==> src/ptql_pkg.sv <==
// ---------------------------------------------------------------------------
// ptql_pkg
// Shared types and constants for the play-time quota limiter: profile
// entry layout, configuration register set, per-beat operation and result.
// ---------------------------------------------------------------------------
package ptql_pkg;

    // Field widths
    localparam int SLOT_W   = 3;
    localparam int TIME_W   = 32;
    localparam int REG_W    = 17;
    localparam int CAP_W    = 3;
    localparam int PCOUNT_W = 4;
    localparam int IDX_W    = 2;

    // Stream widths: input 72 bits exact, result 66 bits padded to 72
    localparam int IN_DATA_W  = 72;
    localparam int RES_W      = 66;
    localparam int OUT_DATA_W = 72;

    // Configuration register indexes
    localparam logic [IDX_W-1:0] REG_REST_SECONDS    = 2'd0;
    localparam logic [IDX_W-1:0] REG_DAILY_LIMIT     = 2'd1;
    localparam logic [IDX_W-1:0] REG_SESSION_LIMIT   = 2'd2;

    // Reset values of the configuration registers
    localparam logic [REG_W-1:0] REST_SECONDS_RST    = 17'd900;
    localparam logic [REG_W-1:0] DAILY_LIMIT_RST     = 17'd3600;
    localparam logic [REG_W-1:0] SESSION_LIMIT_RST   = 17'd1800;

    // Command codes
    localparam logic CMD_TICK     = 1'b0;
    localparam logic CMD_RECHARGE = 1'b1;

    // Per-tick cap on counted seconds, and profile count that enables sessions
    localparam logic [TIME_W-1:0]   TICK_CAP     = 32'd5;
    localparam logic [PCOUNT_W-1:0] MIN_PROFILES = 4'd2;

    // One profile's stored state
    typedef struct packed {
        logic [TIME_W-1:0] last_played;
        logic [TIME_W-1:0] day_index;
        logic [TIME_W-1:0] day_count;
        logic [TIME_W-1:0] session_count;
        logic [TIME_W-1:0] rest_end;
    } entry_t;

    // Configuration register set
    typedef struct packed {
        logic [REG_W-1:0] rest_seconds;
        logic [REG_W-1:0] daily_limit;
        logic [REG_W-1:0] session_limit;
    } cfg_t;

    // Operation handed to the update stage, with precomputed terms
    typedef struct packed {
        logic              cmd;
        logic [TIME_W-1:0] time_now;
        logic [TIME_W-1:0] day;
        logic [CAP_W-1:0]  add_cap;
        logic              multi;
        logic [TIME_W-1:0] rest_end_new;
    } op_t;

    // Result beat
    typedef struct packed {
        logic              stop_play;
        logic              resting_now;
        logic [TIME_W-1:0] session_used;
        logic [TIME_W-1:0] day_used;
    } result_t;

endpackage

==> src/ptql_update.sv <==
// ---------------------------------------------------------------------------
// ptql_update
// Modify step of the entry read-modify-write: applies a play tick or a
// recharge check to one profile entry and forms the result beat.
// ---------------------------------------------------------------------------
module ptql_update
    import ptql_pkg::*;
(
    input  op_t     op,
    input  cfg_t    cfg,
    input  entry_t  entry_in,
    output entry_t  entry_out,
    output result_t res
);

    logic              resting_old;
    logic [TIME_W-1:0] since_last;
    logic              break_ok;
    logic [TIME_W-1:0] add;
    logic [TIME_W-1:0] day_base;
    logic [TIME_W:0]   day_sum;
    logic [TIME_W-1:0] day_sat;
    logic [TIME_W:0]   sess_sum;
    logic [TIME_W-1:0] sess_sat;
    logic              day_hit;
    logic              sess_hit;
    logic              stop;

    // Shared terms
    always_comb begin
        resting_old = op.time_now < entry_in.rest_end;
        since_last  = op.time_now - entry_in.last_played;
        // long enough away, clock not set back, not resting
        break_ok    = !resting_old && (op.time_now >= entry_in.last_played) &&
                      (since_last >= TIME_W'(cfg.rest_seconds));
        add         = resting_old ? '0 : TIME_W'(op.add_cap);
        // new day starts the day budget over
        day_base    = (entry_in.day_index != op.day) ? '0 : entry_in.day_count;
        day_sum     = {1'b0, day_base} + {1'b0, add};
        day_sat     = day_sum[TIME_W] ? '1 : day_sum[TIME_W-1:0];
        sess_sum    = {1'b0, entry_in.session_count} + {1'b0, add};
        sess_sat    = sess_sum[TIME_W] ? '1 : sess_sum[TIME_W-1:0];
        day_hit     = day_sat >= TIME_W'(cfg.daily_limit);
        sess_hit    = sess_sat >= TIME_W'(cfg.session_limit);
    end

    // Entry update
    always_comb begin
        entry_out = entry_in;
        stop      = 1'b0;
        case (op.cmd)
            CMD_RECHARGE: begin
                if (break_ok) begin
                    entry_out.session_count = '0;
                end
            end
            CMD_TICK: begin
                entry_out.last_played = op.time_now;
                entry_out.day_index   = op.day;
                entry_out.day_count   = day_sat;
                if (day_hit) begin
                    entry_out.session_count = '0;
                    stop                    = 1'b1;
                end else if (op.multi) begin
                    if (sess_hit) begin
                        // session spent: force a rest
                        entry_out.rest_end      = op.rest_end_new;
                        entry_out.session_count = '0;
                        stop                    = 1'b1;
                    end else begin
                        entry_out.session_count = sess_sat;
                    end
                end
            end
            default: ;
        endcase
    end

    // Result beat
    always_comb begin
        res.stop_play    = stop;
        res.resting_now  = op.time_now < entry_out.rest_end;
        res.session_used = entry_out.session_count;
        res.day_used     = entry_out.day_count;
    end

endmodule

==> config.mk <==
export PLATFORM = sky130hd
export DESIGN_NAME = ptql_update
export DESIGN_NICKNAME = d
export VERILOG_FILES = /design/src/ptql_pkg.sv /design/src/ptql_update.sv
export SDC_FILE = /design/constraint.sdc
export NUM_CORES = 1
export LEC_CHECK = 0
export BUFFER_PORTS_ARGS = -buffer_cell sky130_fd_sc_hd__buf_2
export CAP_MARGIN = 10
export CORE_AREA = 3 3 207 209
export DETAILED_ROUTE_END_ITERATION = 16
export DIE_AREA = 0 0 210 212
export MAX_ROUTING_LAYER = met4
export SETUP_SLACK_MARGIN = 0.05
export SLEW_MARGIN = 20
export SYNTH_ARGS = -nofsm -noshare
export SYNTH_HDL_FRONTEND = slang
export SYNTH_SLANG_ARGS = --single-unit
export TNS_END_PERCENT = 20
==> constraint.sdc <==
create_clock -name vclk -period 13.5
set_input_delay 0.675 -clock vclk [all_inputs]
set_output_delay 0.675 -clock vclk [all_outputs]
set_load 0.1 [all_outputs]
==> impl_results.md <==
- Final instance area: 0.0127 mm^2
- Drt pass-1 iters: 6
- Critical path type: in2out
- Post-Synth Adder-Cell Area: 0.197
- Max Cap Viol: 0
- Wirelength per Cell: 19.7 um
- Final Hold Violating Endpoints: 0
- Vias in the first global route: between 10000 and 15000
- DR WL met2: between 20000 and 25000 um
- Largest net degree at the start of global routing: 40
- Sequential-to-total area share from yosys stat: 0
- Vias per cell: just over 5
- Initial antenna violation count: 15
- Max_slew headroom: 0.295
- Vias: between 10000 and 15000
- Fmax: around 85 MHz
- Slowest cell on the critical path: a211oi_1
- Largest family of logic cells by synthesized area: compound AO/OA/AOI/OAI gates
- Area used by multi-input combinational logic: between 0.008 and 0.009 mm^2
- XOR/XNOR Fraction of Synth Area: 0.0777
- PD cells: 63.8 mW/mm^2
- Post-CTS sizing: 0
- Worst path max stage delay: 0.84 ns
- Post-Syn Area: slightly below 0.01 mm^2
- DR iter-0 viols: about 730
- Mapped Avg Cell Area: around 7.3 um^2
- CP Max Fanout: 39
- Num sequential: 0
- Top sig layer: met4
- Fin crit share: 0.868
- CP Capture Type: primary output
- LEAKAGE: around 6.8 nW
- Post-route ant nets: 0
- Total track usage: 0.199
- Met3 routed WL: between 2000 and 3000 um
- Clkbuf count: 0
- WP data required: 12.82 ns
- CP startpoint kind: input pin
- Outcome: finished, final reports clean
- Hold Buf Count CTS: 0
- Arrival @ worst endpoint: roughly 11 ns
- Minimum clock period: 11.72 ns
- Core ar.: between 0.04 and 0.05 mm^2
- Max Slew Vio Count: 0
- Fill count: ~4500
- Layout area overhead: 28.0%
- Routability cong.: 0.903
- Fraction of the mapped netlist area in simple logic gates: 0.195
- Synth Instances: between 1000 and 1500
- IO Count: between 500 and 600
- Fin nets: around 2300
- Mapped Nets: roughly 1800
- Cell row count: 74
- M1 WL: between 15000 and 20000 um
- PortBufs: 538
- # DRC: 0
- Worst-margin pin slew: a little over 1 ns
- Grt ovf: 0
- Share of layout cells above drive strength 1: 0.376
- First-pass GRT wire length: about 69000 um
- Post-synthesis mux area share: 0.177
- Routed wire length: about 46000 um
- Post-DP Area: roughly 0.013 mm^2
- Postcts setup bufs: 0
- Final HPWL DP: between 40000 and 50000 um
- Post-synthesis cell type count: 71
- Number of endpoints failing setup at the final stage: 0
- Compound-Gate Fraction of Synth Area: 0.229
- Non-filler cells, final: between 2000 and 2500
- Die Area: around 0.045 mm^2
- Die Ht: 212 um
- Initial Util: 0.242
- VDD IR max: about 0.042 mV
- RSZ-0062 raised after global routing: no
- Most used cell, CP: a21o_1
- Synth warn: 0
- Setup TNS: 0 ns
- Register Area: 0 um^2
- Placed insts: between 2000 and 2500
- Die X: 210 um
- Worst Hold Class: in2out
-- path summary, 6_finish.rpt --
kind,to,start,slack [ns],cells after the start
setup / recovery,res[64],op[78],1.78,38
hold / removal,entry_out[63],entry_in[63],1.88,3
-- stage by stage --
stage | util | hold WS, ns | setup WS, ns | total power, mW
detailed placement | 0.309 | 1.88 | 1.71 | 0.807
global route | 0.309 | 1.91 | 0.972 | 0.857
CTS | 0.309 | 1.88 | 1.71 | 0.810
global placement | 0.309 | 1.87 | 2.09 | 0.803
finish | 0.309 | 1.88 | 1.78 | 0.809
floorplan | - | 1.66 | 3.81 | 0.633
-- kinds of logic after synthesis --
logic type,Yosys count
compound gates,343
xor+xnor,88
fa+ha+maj,154
buf+inv,252
mux,151
simple gates,374
-- worst max-delay path: cells and delay by family --
kind | cells | cell delay (ns)
adders and majority gates | 5 | 1.58
AOI/OAI and AO/OA | 17 | 4.24
buffers and inverters | 4 | 1.49
muxes | 1 | 0.28
and+or+nand+nor | 11 | 2.71
-- cells in the final DEF (no fill, tap or decap), drive strengths merged, types with 4 or more instances in the layout --
cell type	count
a2111oi	5
a211o	8
a211oi	14
a21boi	17
a21o	39
a21oi	88
a31o	5
a31oi	15
a41oi	4
and2	4
and3	17
and4	5
buf	545
diode	15
ha	151
inv	141
mux2	109
mux2i	42
nand2	66
nand2b	17
nand3	65
nand4	56
nor2	74
nor2b	11
nor3	26
nor4	13
o211ai	19
o21a	6
o21ai	68
o21bai	6
o221ai	4
o22a	10
o31ai	5
or2	5
or3	5
or4	5
xnor2	68
xor2	20
-- area by class of cell --
| class | instances | area share |
|---|---|---|
| Timing Repair Buffer | 545 | 0.216 |
| Tap cell | 532 | 0.0524 |
| Antenna cell | 15 | 0.00296 |
| Inverter | 141 | 0.0417 |
| Multi-Input combinational cell | 1110 | 0.686 |
-- where the power goes --
group          internal, mW  switching [mW]
logic                 0.205           0.604
clock network   0.000000154               0
registers                 0               0
total                 0.205           0.604
-- per-layer routing --
| layer | GRT usage | up-vias |
|---|---|---|
| met1 | 0.239 | 5598 |
| met5 | - | - |
| li1 | - | 5844 |
| met2 | 0.358 | 517 |
| met3 | 0.0226 | 49 |
| met4 | 0.0444 | 0 |
-- synthesized netlist by cell type, types with 6 or more instances --
cell type    n  area share
nand4_1     55       0.035
and3_1      17       0.011
a21oi_1     88       0.044
nor4_1      11      0.0069
o211ai_1    19       0.014
xor2_1      20       0.018
o22a_1      10      0.0088
nor2_1      73       0.028
o21bai_1     6      0.0045
xnor2_1     68       0.060
mux2_4      29       0.044
a31oi_1     15      0.0095
nand3_1     65       0.033
o21ai_0     67       0.034
nor3_1      26       0.013
mux2i_1     42       0.042
nand2_1     66       0.025
a21boi_0    17       0.013
a21o_1      39       0.030
nand2b_1    17       0.011
nor2b_1     11      0.0069
o21a_1       6      0.0045
ha_1       151        0.19
mux2_2      80       0.091
a211oi_1    13      0.0098
clkbuf_1    34       0.013
a211o_1      8      0.0071
inv_1      141       0.053
buf_4       68       0.051
Note: power is estimated with default switching activity, not from simulation.
